**config.mk**
```make
export PLATFORM = sky130hd
export DESIGN_NAME = source_rate_controller
export DESIGN_NICKNAME = d
export VERILOG_FILES = /design/src/hdl/srctl_pkg.sv /design/src/hdl/srctl_div.sv /design/src/hdl/srctl_dp.sv /design/src/hdl/srctl_ctrl.sv /design/src/hdl/source_rate_controller.sv
export VERILOG_INCLUDE_DIRS = /design/src /design/src/hdl
export SDC_FILE = /design/constraint.sdc
export NUM_CORES = 2
export LEC_CHECK = 0
export BUFFER_PORTS_ARGS = -buffer_cell sky130_fd_sc_hd__buf_4
export CORE_ASPECT_RATIO = 0.6
export CORE_UTILIZATION = 60
export DETAILED_ROUTE_END_ITERATION = 7
export GPL_TIMING_DRIVEN = 1
export PLACE_DENSITY = 0.77
export SLEW_MARGIN = 20
export SYNTH_ARGS = -nofsm -noshare
export SYNTH_HDL_FRONTEND = slang
export SYNTH_SLANG_ARGS = --single-unit
```
**constraint.sdc**
```tcl
create_clock -name clk -period 12.44 [get_ports clk]
set_input_delay 1.866 -clock clk [delete_from_list [all_inputs] [get_ports clk]]
set_output_delay 1.866 -clock clk [all_outputs]
set_load 0.02 [all_outputs]
```
**src/hdl/source_rate_controller_assert.svh**
```systemverilog
// assertion macros for the source rate controller
`ifndef SOURCE_RATE_CONTROLLER_ASSERT_SVH
`define SOURCE_RATE_CONTROLLER_ASSERT_SVH

// condition and consequence in the same cycle
`define SRCTL_ASSERT_SAME(label, ante, cons) \
  label: assert property (@(posedge clk) disable iff (rst) (ante) |-> (cons)) \
    else $error("srctl check failed");

// consequence in the cycle after the condition
`define SRCTL_ASSERT_NEXT(label, ante, cons) \
  label: assert property (@(posedge clk) disable iff (rst) (ante) |=> (cons)) \
    else $error("srctl check failed");

`endif

```
**src/hdl/srctl_pkg.sv**
```systemverilog
package srctl_pkg;

  localparam int RATE_BITS_DEF = 32;
  localparam int CFG_W         = 32;
  localparam int CFG_IDX_W     = 3;
  localparam int ELAPSED_W     = 40;
  localparam int BACKLOG_W     = 24;
  localparam int BUDGET_W      = 20;
  localparam int SUM_W         = 64;
  localparam int COUNT_W       = 32;
  localparam int OUT_W         = 32;
  localparam int FACTOR_W      = 17;
  localparam int FRAC_W        = 16;
  localparam int THR_SCALE_W   = 16;
  localparam int THR_W         = BUDGET_W + 1 + THR_SCALE_W;
  localparam int THR_SHIFT     = 10;
  localparam int MARGIN_W      = 19;

  localparam logic [CFG_IDX_W-1:0] REG_INITIAL_RATE = 3'd0;
  localparam logic [CFG_IDX_W-1:0] REG_DEFAULT_RATE = 3'd1;
  localparam logic [CFG_IDX_W-1:0] REG_MAX_RATE     = 3'd2;
  localparam logic [CFG_IDX_W-1:0] REG_WINDOW       = 3'd3;
  localparam logic [CFG_IDX_W-1:0] REG_DELAY_BUDGET = 3'd4;
  localparam logic [CFG_IDX_W-1:0] REG_TEST_LENGTH  = 3'd5;
  localparam logic [CFG_IDX_W-1:0] REG_RAMP_STEP    = 3'd6;
  localparam logic [CFG_IDX_W-1:0] REG_RAMP_MODE    = 3'd7;

  localparam logic [CFG_W-1:0]    DEFAULT_RATE_RST = 32'd100000;
  localparam logic [CFG_W-1:0]    MAX_RATE_RST     = 32'd1000000;
  localparam logic [CFG_W-1:0]    WINDOW_RST       = 32'd1000;
  localparam logic [BUDGET_W-1:0] BUDGET_RST       = 20'd1000;
  localparam logic [CFG_W-1:0]    TEST_LENGTH_RST  = 32'd60000;
  localparam logic [CFG_W-1:0]    RAMP_STEP_RST    = 32'd1000;

  localparam logic [THR_SCALE_W-1:0] THR_SCALE        = 16'd20000;
  localparam logic [BACKLOG_W-1:0]   OVERLOAD_BACKLOG = 24'd500000;
  localparam logic [MARGIN_W-1:0]    FIRST_MARGIN     = 19'd1000;
  localparam logic [MARGIN_W-1:0]    ADAPT_MARGIN     = 19'd300000;
  localparam logic [MARGIN_W-1:0]    SAMPLE_MARGIN    = 19'd120000;
  localparam logic [MARGIN_W-1:0]    RAMP_MARGIN      = 19'd10000;

  localparam logic [1:0] FAC_DN2 = 2'd0;
  localparam logic [1:0] FAC_UP2 = 2'd1;
  localparam logic [1:0] FAC_DN1 = 2'd2;
  localparam logic [1:0] FAC_UP1 = 2'd3;

  localparam logic [2:0] PH_NONE  = 3'd0;
  localparam logic [2:0] PH_FIRST = 3'd1;
  localparam logic [2:0] PH_ADAPT = 3'd2;
  localparam logic [2:0] PH_RHOLD = 3'd3;
  localparam logic [2:0] PH_RSTEP = 3'd4;

  typedef struct packed {
    logic capture;
    logic eval;
    logic mul_hi;
    logic mul_lo;
    logic update;
    logic accum;
    logic div_start;
    logic load;
  } ctl_cmd_t;

  typedef struct packed {
    logic done;
    logic div_done;
  } dp_status_t;

  // q1.16 scale factors, truncated
  function automatic logic [FACTOR_W-1:0] factor_value(input logic [1:0] code);
    logic [FACTOR_W-1:0] f;
    unique case (code)
      FAC_DN2: f = 17'd64225;
      FAC_UP2: f = 17'd66846;
      FAC_DN1: f = 17'd64880;
      FAC_UP1: f = 17'd66191;
      default: f = 17'd64225;
    endcase
    return f;
  endfunction

endpackage

```
**src/hdl/srctl_div.sv**
```systemverilog
module srctl_div (
  input  logic                          clk,
  input  logic                          rst,
  input  logic                          start,
  input  logic [srctl_pkg::SUM_W-1:0]   dividend,
  input  logic [srctl_pkg::COUNT_W-1:0] divisor,
  output logic                          done,
  output logic [srctl_pkg::SUM_W-1:0]   quotient
);
  import srctl_pkg::*;

  localparam int CNT_W = $clog2(SUM_W);
  localparam logic [CNT_W-1:0] CNT_LAST = CNT_W'(SUM_W - 1);

  logic               running;
  logic [CNT_W-1:0]   count;
  logic [COUNT_W-1:0] rem;
  logic [COUNT_W-1:0] dvs;
  logic [COUNT_W:0]   rem_shift;
  logic [COUNT_W:0]   rem_sub;

  assign rem_shift = {rem, quotient[SUM_W-1]};
  assign rem_sub   = rem_shift - {1'b0, dvs};

  always_ff @(posedge clk) begin
    if (rst) begin
      running <= 1'b0;
      done    <= 1'b0;
    end else begin
      done <= 1'b0;
      if (start) begin
        running <= 1'b1;
      end else if (running && count == CNT_LAST) begin
        running <= 1'b0;
        done    <= 1'b1;
      end
    end
  end

  // restoring divide, one quotient bit per cycle
  always_ff @(posedge clk) begin
    if (start) begin
      count    <= '0;
      quotient <= dividend;
      rem      <= '0;
      dvs      <= divisor;
    end else if (running) begin
      count <= count + CNT_W'(1);
      if (!rem_sub[COUNT_W]) begin
        rem      <= rem_sub[COUNT_W-1:0];
        quotient <= {quotient[SUM_W-2:0], 1'b1};
      end else begin
        rem      <= rem_shift[COUNT_W-1:0];
        quotient <= {quotient[SUM_W-2:0], 1'b0};
      end
    end
  end

endmodule

```
**src/hdl/srctl_dp.sv**
```systemverilog
module srctl_dp #(
  parameter int RATE_BITS = srctl_pkg::RATE_BITS_DEF
) (
  input  logic                            clk,
  input  logic                            rst,
  input  logic                            cfg_write_en,
  input  logic [srctl_pkg::CFG_IDX_W-1:0] cfg_index,
  input  logic [srctl_pkg::CFG_W-1:0]     cfg_data,
  input  logic [srctl_pkg::ELAPSED_W-1:0] elapsed_ms,
  input  logic [srctl_pkg::BACKLOG_W-1:0] backlog,
  input  logic                            source_offline,
  input  srctl_pkg::ctl_cmd_t             cmd,
  output srctl_pkg::dp_status_t           status,
  output logic [srctl_pkg::OUT_W-1:0]     new_rate,
  output logic                            finished,
  output logic [srctl_pkg::OUT_W-1:0]     average_rate
);
  import srctl_pkg::*;

  localparam int SW    = RATE_BITS + FACTOR_W + 1;
  localparam int MW    = RATE_BITS + FACTOR_W;
  localparam int LO_W  = FRAC_W + FACTOR_W;
  localparam int EW    = ELAPSED_W + 1;
  localparam logic [RATE_BITS-1:0] RATE_MAX = '1;

  function automatic logic [RATE_BITS-1:0] sat_rate(input logic [SW-1:0] v);
    return (v > SW'(RATE_MAX)) ? RATE_MAX : v[RATE_BITS-1:0];
  endfunction

  // configuration
  logic [CFG_W-1:0]    default_rate;
  logic [CFG_W-1:0]    max_rate;
  logic [CFG_W-1:0]    window_ms;
  logic [BUDGET_W-1:0] delay_budget_ms;
  logic [CFG_W-1:0]    test_length_ms;
  logic [CFG_W-1:0]    ramp_step;
  logic                ramp_test_mode;

  always_ff @(posedge clk) begin
    if (rst) begin
      default_rate    <= DEFAULT_RATE_RST;
      max_rate        <= MAX_RATE_RST;
      window_ms       <= WINDOW_RST;
      delay_budget_ms <= BUDGET_RST;
      test_length_ms  <= TEST_LENGTH_RST;
      ramp_step       <= RAMP_STEP_RST;
      ramp_test_mode  <= 1'b0;
    end else if (cfg_write_en) begin
      unique case (cfg_index)
        REG_INITIAL_RATE: ;
        REG_DEFAULT_RATE: default_rate    <= cfg_data;
        REG_MAX_RATE:     max_rate        <= cfg_data;
        REG_WINDOW:       window_ms       <= cfg_data;
        REG_DELAY_BUDGET: delay_budget_ms <= cfg_data[BUDGET_W-1:0];
        REG_TEST_LENGTH:  test_length_ms  <= cfg_data;
        REG_RAMP_STEP:    ramp_step       <= cfg_data;
        REG_RAMP_MODE:    ramp_test_mode  <= cfg_data[0];
        default: ;
      endcase
    end
  end

  // request capture
  logic [ELAPSED_W-1:0] el;
  logic [BACKLOG_W-1:0] bl;
  logic                 off;

  always_ff @(posedge clk) begin
    if (cmd.capture) begin
      el  <= elapsed_ms;
      bl  <= backlog;
      off <= source_offline;
    end
  end

  // evaluation: exit, flags, phase, factor
  logic             done, raise_flag, lower_flag, overload_seen, acc_en;
  logic [2:0]       phase;
  logic [1:0]       fac;
  logic             done_next, raise_next, lower_next, overload_next, acc_next;
  logic [2:0]       phase_next;
  logic [1:0]       fac_next;
  logic [EW-1:0]    el_x, win_first, win_adapt, win_sample, win_ramp;
  logic [THR_W-1:0] thr_low, thr_high, bl_x;

  assign el_x       = {1'b0, el};
  assign win_first  = EW'(window_ms) + EW'(FIRST_MARGIN);
  assign win_adapt  = EW'(window_ms) + EW'(ADAPT_MARGIN);
  assign win_sample = EW'(window_ms) + EW'(SAMPLE_MARGIN);
  assign win_ramp   = EW'(window_ms) + EW'(RAMP_MARGIN);
  assign thr_low    = (THR_W'(delay_budget_ms >> 1) * THR_W'(THR_SCALE)) >> THR_SHIFT;
  assign thr_high   = (THR_W'({delay_budget_ms, 1'b0}) * THR_W'(THR_SCALE)) >> THR_SHIFT;
  assign bl_x       = THR_W'(bl);

  always_comb begin
    done_next     = done || (el > ELAPSED_W'(test_length_ms)) || off || overload_seen;
    raise_next    = raise_flag;
    lower_next    = lower_flag;
    overload_next = overload_seen;
    phase_next    = PH_NONE;
    acc_next      = 1'b0;
    if (!done_next) begin
      if (bl_x < thr_low) begin
        raise_next = 1'b1;
        lower_next = 1'b0;
      end else if (bl_x > thr_high) begin
        raise_next = 1'b0;
        lower_next = 1'b1;
      end
      if (el_x <= win_first) begin
        phase_next = PH_FIRST;
      end else if (!ramp_test_mode) begin
        if (el_x > win_adapt) begin
          phase_next = PH_ADAPT;
          acc_next   = (el_x >= win_sample);
        end
      end else if (el_x <= win_ramp) begin
        phase_next = PH_RHOLD;
      end else if (bl > OVERLOAD_BACKLOG) begin
        overload_next = 1'b1;
      end else begin
        phase_next = PH_RSTEP;
      end
    end
    if (phase_next == PH_FIRST) begin
      fac_next = lower_next ? FAC_DN2 : FAC_UP2;
    end else begin
      fac_next = lower_next ? FAC_DN1 : FAC_UP1;
    end
  end

  always_ff @(posedge clk) begin
    if (rst) begin
      done          <= 1'b0;
      raise_flag    <= 1'b0;
      lower_flag    <= 1'b0;
      overload_seen <= 1'b0;
      phase         <= PH_NONE;
      acc_en        <= 1'b0;
      fac           <= FAC_DN2;
    end else if (cmd.eval) begin
      done          <= done_next;
      raise_flag    <= raise_next;
      lower_flag    <= lower_next;
      overload_seen <= overload_next;
      phase         <= phase_next;
      acc_en        <= acc_next;
      fac           <= fac_next;
    end
  end

  // shared multiplier: high part, then low part of the rate
  logic [RATE_BITS-1:0]  rate;
  logic [RATE_BITS+FRAC_W-1:0] rate_ext;
  logic [RATE_BITS-1:0]  mul_a;
  logic [MW-1:0]         mul_res;
  logic [MW-1:0]         prod_hi;
  logic [LO_W-1:0]       prod_lo;

  assign rate_ext = {{FRAC_W{1'b0}}, rate};
  assign mul_a    = cmd.mul_hi ? rate_ext[RATE_BITS+FRAC_W-1:FRAC_W]
                               : RATE_BITS'(rate[FRAC_W-1:0]);
  assign mul_res  = MW'(mul_a) * MW'(factor_value(fac));

  always_ff @(posedge clk) begin
    if (cmd.mul_hi) prod_hi <= mul_res;
    if (cmd.mul_lo) prod_lo <= mul_res[LO_W-1:0];
  end

  // rate update
  logic [SW-1:0] scale, dec_v, inc_v, rate_x, def_x, half_x, max_x, fill_v, rate_next;

  assign scale  = SW'(prod_hi) + SW'(prod_lo[LO_W-1:FRAC_W]);
  assign dec_v  = (scale == '0) ? '0 : scale - SW'(1);
  assign inc_v  = scale + SW'(1);
  assign rate_x = SW'(rate);
  assign def_x  = SW'(default_rate);
  assign half_x = SW'(default_rate >> 1);
  assign max_x  = SW'(max_rate);

  always_comb begin
    fill_v    = (rate_x > half_x) ? inc_v : ((ramp_test_mode ? half_x : def_x) + SW'(1));
    rate_next = rate_x;
    unique case (phase)
      PH_FIRST: begin
        if (lower_flag)      rate_next = dec_v;
        else if (raise_flag) rate_next = (fill_v > def_x) ? def_x : fill_v;
      end
      PH_ADAPT: begin
        if (lower_flag)      rate_next = dec_v;
        else if (raise_flag) rate_next = (inc_v > max_x) ? max_x : inc_v;
      end
      PH_RHOLD: rate_next = def_x;
      PH_RSTEP: rate_next = rate_x + SW'(ramp_step);
      default:  rate_next = rate_x;
    endcase
  end

  always_ff @(posedge clk) begin
    if (rst) begin
      rate <= '0;
    end else if (cfg_write_en && cfg_index == REG_INITIAL_RATE) begin
      rate <= sat_rate(SW'(cfg_data));
    end else if (cmd.update) begin
      rate <= sat_rate(rate_next);
    end
  end

  // running average statistics
  logic [SUM_W-1:0]   rate_sum;
  logic [COUNT_W-1:0] sample_count;
  logic [SUM_W:0]     sum_add;

  assign sum_add = {1'b0, rate_sum} + (SUM_W+1)'(rate);

  always_ff @(posedge clk) begin
    if (rst) begin
      rate_sum     <= '0;
      sample_count <= '0;
    end else if (cmd.accum && acc_en && sample_count != '1) begin
      rate_sum     <= sum_add[SUM_W] ? '1 : sum_add[SUM_W-1:0];
      sample_count <= sample_count + COUNT_W'(1);
    end
  end

  logic               div_done;
  logic [SUM_W-1:0]   quotient;
  logic [COUNT_W-1:0] divisor;

  assign divisor = (sample_count == '0) ? COUNT_W'(1) : sample_count;

  srctl_div u_div (
    .clk      (clk),
    .rst      (rst),
    .start    (cmd.div_start),
    .dividend (rate_sum),
    .divisor  (divisor),
    .done     (div_done),
    .quotient (quotient)
  );

  assign status.done     = done;
  assign status.div_done = div_done;

  // output register
  always_ff @(posedge clk) begin
    if (cmd.load) begin
      new_rate <= (rate_x > SW'({OUT_W{1'b1}})) ? '1 : rate_x[OUT_W-1:0];
      finished <= done;
      if (!done) begin
        average_rate <= '0;
      end else if (quotient[SUM_W-1:OUT_W] != '0) begin
        average_rate <= '1;
      end else begin
        average_rate <= quotient[OUT_W-1:0];
      end
    end
  end

endmodule

```
**src/hdl/srctl_ctrl.sv**
```systemverilog
module srctl_ctrl (
  input  logic                   clk,
  input  logic                   rst,
  input  logic                   tick_valid,
  output logic                   tick_stall,
  output logic                   result_valid,
  input  logic                   result_stall,
  input  srctl_pkg::dp_status_t  status,
  output srctl_pkg::ctl_cmd_t    cmd
);
  import srctl_pkg::*;

  localparam logic [3:0] S_IDLE   = 4'd0;
  localparam logic [3:0] S_EVAL   = 4'd1;
  localparam logic [3:0] S_MHI    = 4'd2;
  localparam logic [3:0] S_MLO    = 4'd3;
  localparam logic [3:0] S_UPD    = 4'd4;
  localparam logic [3:0] S_ACC    = 4'd5;
  localparam logic [3:0] S_DSTART = 4'd6;
  localparam logic [3:0] S_DWAIT  = 4'd7;
  localparam logic [3:0] S_LOAD   = 4'd8;

  logic [3:0] state, state_next;

  always_comb begin
    cmd        = '0;
    state_next = state;
    unique case (state)
      S_IDLE: begin
        if (tick_valid) begin
          cmd.capture = 1'b1;
          state_next  = S_EVAL;
        end
      end
      S_EVAL: begin
        cmd.eval   = 1'b1;
        state_next = S_MHI;
      end
      S_MHI: begin
        cmd.mul_hi = 1'b1;
        state_next = status.done ? S_DSTART : S_MLO;
      end
      S_MLO: begin
        cmd.mul_lo = 1'b1;
        state_next = S_UPD;
      end
      S_UPD: begin
        cmd.update = 1'b1;
        state_next = S_ACC;
      end
      S_ACC: begin
        cmd.accum  = 1'b1;
        state_next = S_LOAD;
      end
      S_DSTART: begin
        cmd.div_start = 1'b1;
        state_next    = S_DWAIT;
      end
      S_DWAIT: begin
        if (status.div_done) state_next = S_LOAD;
      end
      S_LOAD: begin
        if (!result_valid || !result_stall) begin
          cmd.load   = 1'b1;
          state_next = S_IDLE;
        end
      end
      default: state_next = S_IDLE;
    endcase
  end

  always_ff @(posedge clk) begin
    if (rst) begin
      state        <= S_IDLE;
      result_valid <= 1'b0;
    end else begin
      state <= state_next;
      if (cmd.load) begin
        result_valid <= 1'b1;
      end else if (!result_stall) begin
        result_valid <= 1'b0;
      end
    end
  end

  assign tick_stall = (state != S_IDLE);

endmodule

```
**src/hdl/source_rate_controller.sv**
```systemverilog
// steps while the test runs: capture, evaluate, multiply high, multiply low,
// update, accumulate, load; once the test has ended: capture, evaluate,
// multiply high, serial average divide, load. One tick in flight at a time.
// a finished result may wait in the output register while the next tick runs
// reset: synchronous, active high; registers return to defaults, rate and stats clear
`include "source_rate_controller_assert.svh"

module source_rate_controller #(
  parameter int RATE_BITS = srctl_pkg::RATE_BITS_DEF
) (
  input  logic                            clk,
  input  logic                            rst,
  input  logic                            cfg_write_en,
  input  logic [srctl_pkg::CFG_IDX_W-1:0] cfg_index,
  input  logic [srctl_pkg::CFG_W-1:0]     cfg_data,
  input  logic                            tick_valid,
  output logic                            tick_stall,
  input  logic [srctl_pkg::ELAPSED_W-1:0] elapsed_ms,
  input  logic [srctl_pkg::BACKLOG_W-1:0] backlog,
  input  logic                            source_offline,
  output logic                            result_valid,
  input  logic                            result_stall,
  output logic [srctl_pkg::OUT_W-1:0]     new_rate,
  output logic                            finished,
  output logic [srctl_pkg::OUT_W-1:0]     average_rate
);
  import srctl_pkg::*;

  ctl_cmd_t   cmd;
  dp_status_t status;

  srctl_ctrl u_ctrl (
    .clk          (clk),
    .rst          (rst),
    .tick_valid   (tick_valid),
    .tick_stall   (tick_stall),
    .result_valid (result_valid),
    .result_stall (result_stall),
    .status       (status),
    .cmd          (cmd)
  );

  srctl_dp #(
    .RATE_BITS (RATE_BITS)
  ) u_dp (
    .clk            (clk),
    .rst            (rst),
    .cfg_write_en   (cfg_write_en),
    .cfg_index      (cfg_index),
    .cfg_data       (cfg_data),
    .elapsed_ms     (elapsed_ms),
    .backlog        (backlog),
    .source_offline (source_offline),
    .cmd            (cmd),
    .status         (status),
    .new_rate       (new_rate),
    .finished       (finished),
    .average_rate   (average_rate)
  );

  `SRCTL_ASSERT_NEXT(a_busy_after_request, tick_valid && !tick_stall, tick_stall)
  `SRCTL_ASSERT_SAME(a_load_no_overwrite, cmd.load, !result_valid || !result_stall)
  `SRCTL_ASSERT_SAME(a_divide_only_done, cmd.div_start, status.done)
  `SRCTL_ASSERT_SAME(a_average_zero_running, result_valid && !finished, average_rate == '0)

endmodule
```
After elaboration in Yosys (flattened, before gate mapping)
Cells that the tools add are included.
- output and inout port bits: 67
- register bits after elaboration: 672
- word-level logic and storage cells: 185
- bits of input ports: 105
- eq/ne operators: 29
- bitwise operators: 3
- $lt $le $gt $ge: 13
- reductions and logical operators: 32
- muxes and demuxes: 59
- $add $sub $neg: 13
- $mul: 3
- operators by type and width (cell ; number):
    $mux 50 ; 8
    $pmux 50 s4 ; 1
    $mux 32 ; 6
    $mux 64 ; 3
    $add 50x1->50 const B ; 2
    $gt 50x32->1 ; 2
    $le 40x41->1 ; 2
    $pmux 17 s4 ; 1
    $add 64x32->65 ; 1
    $add 49x17->50 ; 1
    $gt 50x32->1 const B ; 1
    $logic_not 50->1 ; 1
    $sub 50x1->50 const B ; 1
    $mul 32x17->49 ; 1
    $ge 40x41->1 ; 1
    $gt 40x41->1 ; 1
    $gt 40x32->1 ; 1
    $pmux 4 s9 ; 1
    $add 32x10->33 const B ; 1
    $add 32x14->33 const B ; 1
    $add 32x17->33 const B ; 1
    $add 32x19->33 const B ; 1
    $add 32x32->33 ; 1
    $sub 33x32->33 ; 1
    42 further kinds ; 111

Logic depth before layout (Yosys ltp)
- word-level depth: 12
- mapped depth: 36
- mapped depth without buffers: 35

By module
A second synthesis with hierarchy kept.
- cells, all modules: 6527
- area total of the unflattened synthesis: 56510.4 sq um
- by module, submodules not included (module ; instances ; cells each ; seq. area each (sq um) ; area each (sq um)):
    srctl_dp ; 1 ; 5828 ; 11791.3 ; 48860.6
    srctl_div ; 1 ; 656 ; 3683.5 ; 7320.8
    srctl_ctrl ; 1 ; 43 ; 100.1 ; 329.1

Worst setup path before layout
Ideal clock, no wire load.
- path type: register to register
- from: reg u_ctrl.state[1]
- to: reg u_dp.prod_hi[34] (data pin)
- data required time: 12.182 ns
- slack: 3.091 ns
- setup time: 0.258 ns
- path buffers: 3
- arrival time: 9.091 ns
- clock period less this slack: 9.349 ns
- cell stages (with the launch flop): 30
- cells stage by stage: dfxtp_1 -> clkbuf_1 -> nand2_1 -> nor3_1 -> buf_1 -> clkbuf_1 -> mux2i_1 -> nor2_1 -> fa_1 -> fa_1 -> inv_1 -> fa_1 -> inv_1 -> fa_1 -> inv_1 -> fa_1 -> inv_1 -> fa_1 -> ha_1 -> a21o_1 -> a21oi_1 -> nand3b_1 -> o211a_1 -> o2111a_1 -> o31ai_1 -> nor4b_1 -> nor4_1 -> a221o_1 -> a21oi_1 -> xnor2_1
- longest elaborated chain between the ends: 4
- RTL lines (element ; RTL line ; RTL):
    start, declared ; srctl_ctrl.sv:23 ; logic [3:0] state, state_next;
    start signal, assigned ; srctl_ctrl.sv:77 ; state <= state_next;
    $eq 4x2->1 ; srctl_ctrl.sv:28 ; unique case (state)
    $mux 1 ; srctl_ctrl.sv:28 ;
    $mux 16 ; srctl_dp.sv:161 ; assign mul_a = cmd.mul_hi ? rate_ext[RATE_BITS+FRAC_W-1:FRAC_W]
    $mul 32x17->49 ; srctl_dp.sv:163 ; assign mul_res = MW'(mul_a) * MW'(factor_value(fac));
    via u_dp.mul_res[34] ; srctl_dp.sv:156 ; logic [MW-1:0] mul_res;
    end signal, assigned ; srctl_dp.sv:166 ; if (cmd.mul_hi) prod_hi <= mul_res;
    end, declared ; srctl_dp.sv:157 ; logic [MW-1:0] prod_hi;
The timed path passes the listed nets, and every way through them passes these cells.
A chain may end at the register's enable or synchronous reset.

Final worst setup path
Same ends and word-level chain as after synthesis.

==> results summary <==
The flow ran to the end, but the final reports show violations. The final reports fail on DRC. The half-perimeter wire length of the detailed placement result came out at 154 mm. The number of CTS-inserted buffers came out at 67. Of the post-synthesis cell area, the dominant cell type holds 0.151. The number of remaining DRC errors is 17.

The async set-or-reset flop fraction in the synthesized netlist came out at 0. The worst setup path is launched from a flop. The number of global-route vias before repair was 45.9k.

The number of gates given a new drive strength after cts is 0. The first-pass GRT wire length came out at 292 mm. The highest metal layer with signal wires is met5. The initial antenna violation count is 8. The number of flops mapped to enable cells by yosys is 279. Data on the critical path is required at its endpoint by 12840 ps. In the final layout, the share of cells above drive strength 1 is 0.0742. The wire length per cell is 25.4 um.

For the pin with the worst max-slew slack, the measured transition is 1320 ps. Of the available clock period, the critical path in the final layout requires 0.717. The number of detailed-route iterations in the first pass came out at 8. The tree is rooted in a clkbuf_16. The clock tree from TritonCTS is done. The largest total area in the synthesized netlist belongs to edfxtp_1. 172 I/O pins were placed. The die covers 0.0940 mm^2. In this run, the number of DRC markers left after iteration 0 of detailed routing was 6716. For this run, the number of Yosys warnings is 0. Dividing total power by cell area gives a power density of 139 mW/mm^2. The summed instance area of the synthesized netlist is 0.0557 mm^2.

The post-detailed-route via-to-cell ratio is 6.41. The portion of the post-synthesis area used by sequential elements is 0.281. The congestion estimate from routability-driven global placement came to 1.10.

The register bit count reported by yosys is 643. The clock arrives with 53.7 ps of skew. Ranked by total cell area, the synthesized netlist is headed by edfxtp_1 (15%), ha_1 (14%), dfxtp_1 (13%). The final-report max-slew violation count is 0. The post-layout minimum cycle time came out at 8920 ps. The count of max-cap constraint violations came out at 0. The total detailed-routing wirelength came out at 197 mm. The worst relative slew slack came out at 0.119. After floorplanning, the core was sized to cover 0.0918 mm^2. Once detail routing completed, the nets flagged for antenna violations numbered 0. The worst hold slack came out at 455 ps. The effective utilization at floorplan is 0.606. The critical path arrival is 9310 ps. Clock-pin slew was measured on the worst setup and hold paths at 60 ps. STA classifies the critical path endpoint as a flop. The top achievable clock speed came out at 112 MHz. For this run, the post-layout net count is 7474. The number of setup buffers added after CTS is 0. When the netlist entered floorplanning its net count stood at 7456. Setup violations remaining at the end of the flow were counted as 0.

The maximum clock path buffer count is 3. The clock sink total came out at 643. In the final routing, the length of wire on met1 measures 86.6 mm. Synthesis handed over a netlist of 6460 instances. The global-route total usage across every layer came out at 0.412. The maximum ir drop on the vdd rail came out at 0.140 mV. The overall overflow remaining after global route is 0. The count of cell types in the netlist came out at 113.

The number of I/O port buffers came out at 171. Setup repair after global routing left no endpoint under its margin. The area growth from synthesis to final layout is 8.51%. The width of the die is 395 um. Summed over all cells, the static leakage comes to 26.3 nW. The number of buffers added to fix hold violations after cts came out at 0. The clock latency of the later-clocked register in the worst-skew pair is 690 ps. The H-tree was split into 3 levels. The worst hold-check path type is flop to flop. The number of rows created at floorplan is 86. For this run, the leading register cell type out of synthesis is dfxtp_1.

The summed negative setup slack over all endpoints is 0 ps. The sum of met2 wire segment lengths after detailed routing came out at 74.8 mm. The die is 238 um tall.

The routed wire length on met3 is 30.4 mm. The number of endpoints with negative hold slack in the final report is 0. The peak fanout along the critical path is 52. The largest net degree at the start of global routing is 98. The worst setup path is of the flop to flop kind. The via count came out at 49.8k. In this run the mean area of a mapped cell was 8.62 um^2.
## worst paths after layout
kind,startpoint,end,slack (ps),cells after the start
worst max-delay path,u_ctrl.state[1]$_SDFFE_PP0P_,u_dp.prod_hi[34]$_DFFE_PP_,3520,25
worst min-delay path,u_dp.test_length_ms[28]$_SDFFE_PP0P_,u_dp.test_length_ms[28]$_SDFFE_PP0P_,460,2
worst max register to register,u_ctrl.state[1]$_SDFFE_PP0P_,u_dp.prod_hi[34]$_DFFE_PP_,3520,25
worst min register to register,u_dp.test_length_ms[28]$_SDFFE_PP0P_,u_dp.test_length_ms[28]$_SDFFE_PP0P_,460,2
## registers in the layout (all words and copies together) (netlist names), 6 cells and up
name and flops:
u_dp.rate_sum 64, u_dp.u_div.quotient 64, u_dp.el 40, u_dp.prod_hi 36, u_dp.average_rate 32, u_dp.default_rate 32, u_dp.max_rate 32, u_dp.new_rate 32
u_dp.ramp_step 32, u_dp.rate 32, u_dp.sample_count 32, u_dp.test_length_ms 32, u_dp.u_div.dvs 32, u_dp.u_div.rem 32, u_dp.window_ms 32, u_dp.bl 24
u_dp.delay_budget_ms 20, u_dp.prod_lo 17, u_dp.u_div.count 6
## synthesized netlist by cell type, drive strengths merged (43+ instances only)
cell type and number:
a211oi 50, a21o 155, a21oi 511, a31oi 44, clkbuf 272, dfxtp 364, edfxtp 279, fa 250
ha 641, inv 578, mux2i 77, nand2 836, nand2b 65, nand3 136, nand4 102, nor2 424
nor2b 76, nor3 116, nor4 43, o211ai 59, o21a 93, o21ai 336, xnor2 227, xor2 174
## worst max-delay path: stages, from the launching register on
cell,delay [ps]
dfxtp_1,600
nand2_1,150
nor3_2,130
buf_4,610
mux2i_1,280
nor2_1,540
fa_1,530
fa_1,480
fa_1,540
inv_1,50
fa_1,530
fa_1,540
fa_1,560
inv_1,50
ha_1,370
a21o_1,210
a21oi_1,210
nand3b_1,100
o211a_1,250
o2111a_1,300
o31ai_1,340
nor4b_1,410
nor4_1,180
a221o_1,350
a21oi_1,190
xnor2_1,100
## cell type report
| class | instances | area (um^2) |
|---|---|---|
| clock inverters | 34 | 505 |
| multi-input cells | 4931 | 36700 |
| repair buffers | 255 | 1920 |
| diodes | 6 | 15.0 |
| fillers | 7630 | 31400 |
| well taps | 1232 | 1540 |
| inverters | 580 | 2180 |
| flip-flops and latches | 643 | 15700 |
| clock buffers | 89 | 1830 |
## layout by cell type (no fill, tap or decap), types with 58 or more instances in the layout
cell type	n
ha_1	641
o21ai_0	315
nand2b_1	65
o211ai_1	58
fa_1	250
nor2b_1	76
nand4_1	102
dfxtp_1	362
nor2_1	417
buf_4	254
xor2_1	172
nand2_1	836
inv_1	576
xnor2_1	225
clkbuf_16	67
nor3_1	112
edfxtp_1	279
o21a_1	92
a21oi_1	506
mux2i_1	77
a21o_1	155
nand3_1	133
## cells by family after synthesis
family / synth area share
flops: 0.281
mux: 0.0165
xor+xnor: 0.0638
simple gates: 0.167
buf+inv: 0.0607
fa+ha+maj: 0.234
compound gates: 0.176
## metrics by stage
stage          cell area [um^2]  setup WS [ps]  power [mW]  utilization  std cells
2_1_floorplan             55700           3090        5.01            -       6460
3_3_place_gp              58000           3690        6.05        0.632       7641
3_5_place_dp              58000           3590        6.11        0.632       7641
4_1_cts                   60400           3510        8.31        0.658       7764
5_1_grt                   60400           2900        8.84        0.658       7765
6_report                  60400           3520        8.42        0.658       7770
## layer usage
layer | vias to the layer above | GRT usage
li1 | 22600 | -
met5 | - | 0
met2 | 2928 | 0.540
met1 | 23900 | 0.604
met3 | 337 | 0.185
met4 | 12 | 0.101
## report_power, final
| part | switching [mW] | total, mW | internal [mW] | leakage, nW |
|---|---|---|---|---|
| combinational | 2.30 | 3.63 | 1.33 | 19.6 |
| clock | 0.978 | 2.19 | 1.21 | 1.13 |
| sequential | 0.191 | 2.60 | 2.41 | 5.53 |
| total | 3.47 | 8.42 | 4.95 | 26.3 |
Note: power is estimated with default switching activity, not from simulation.
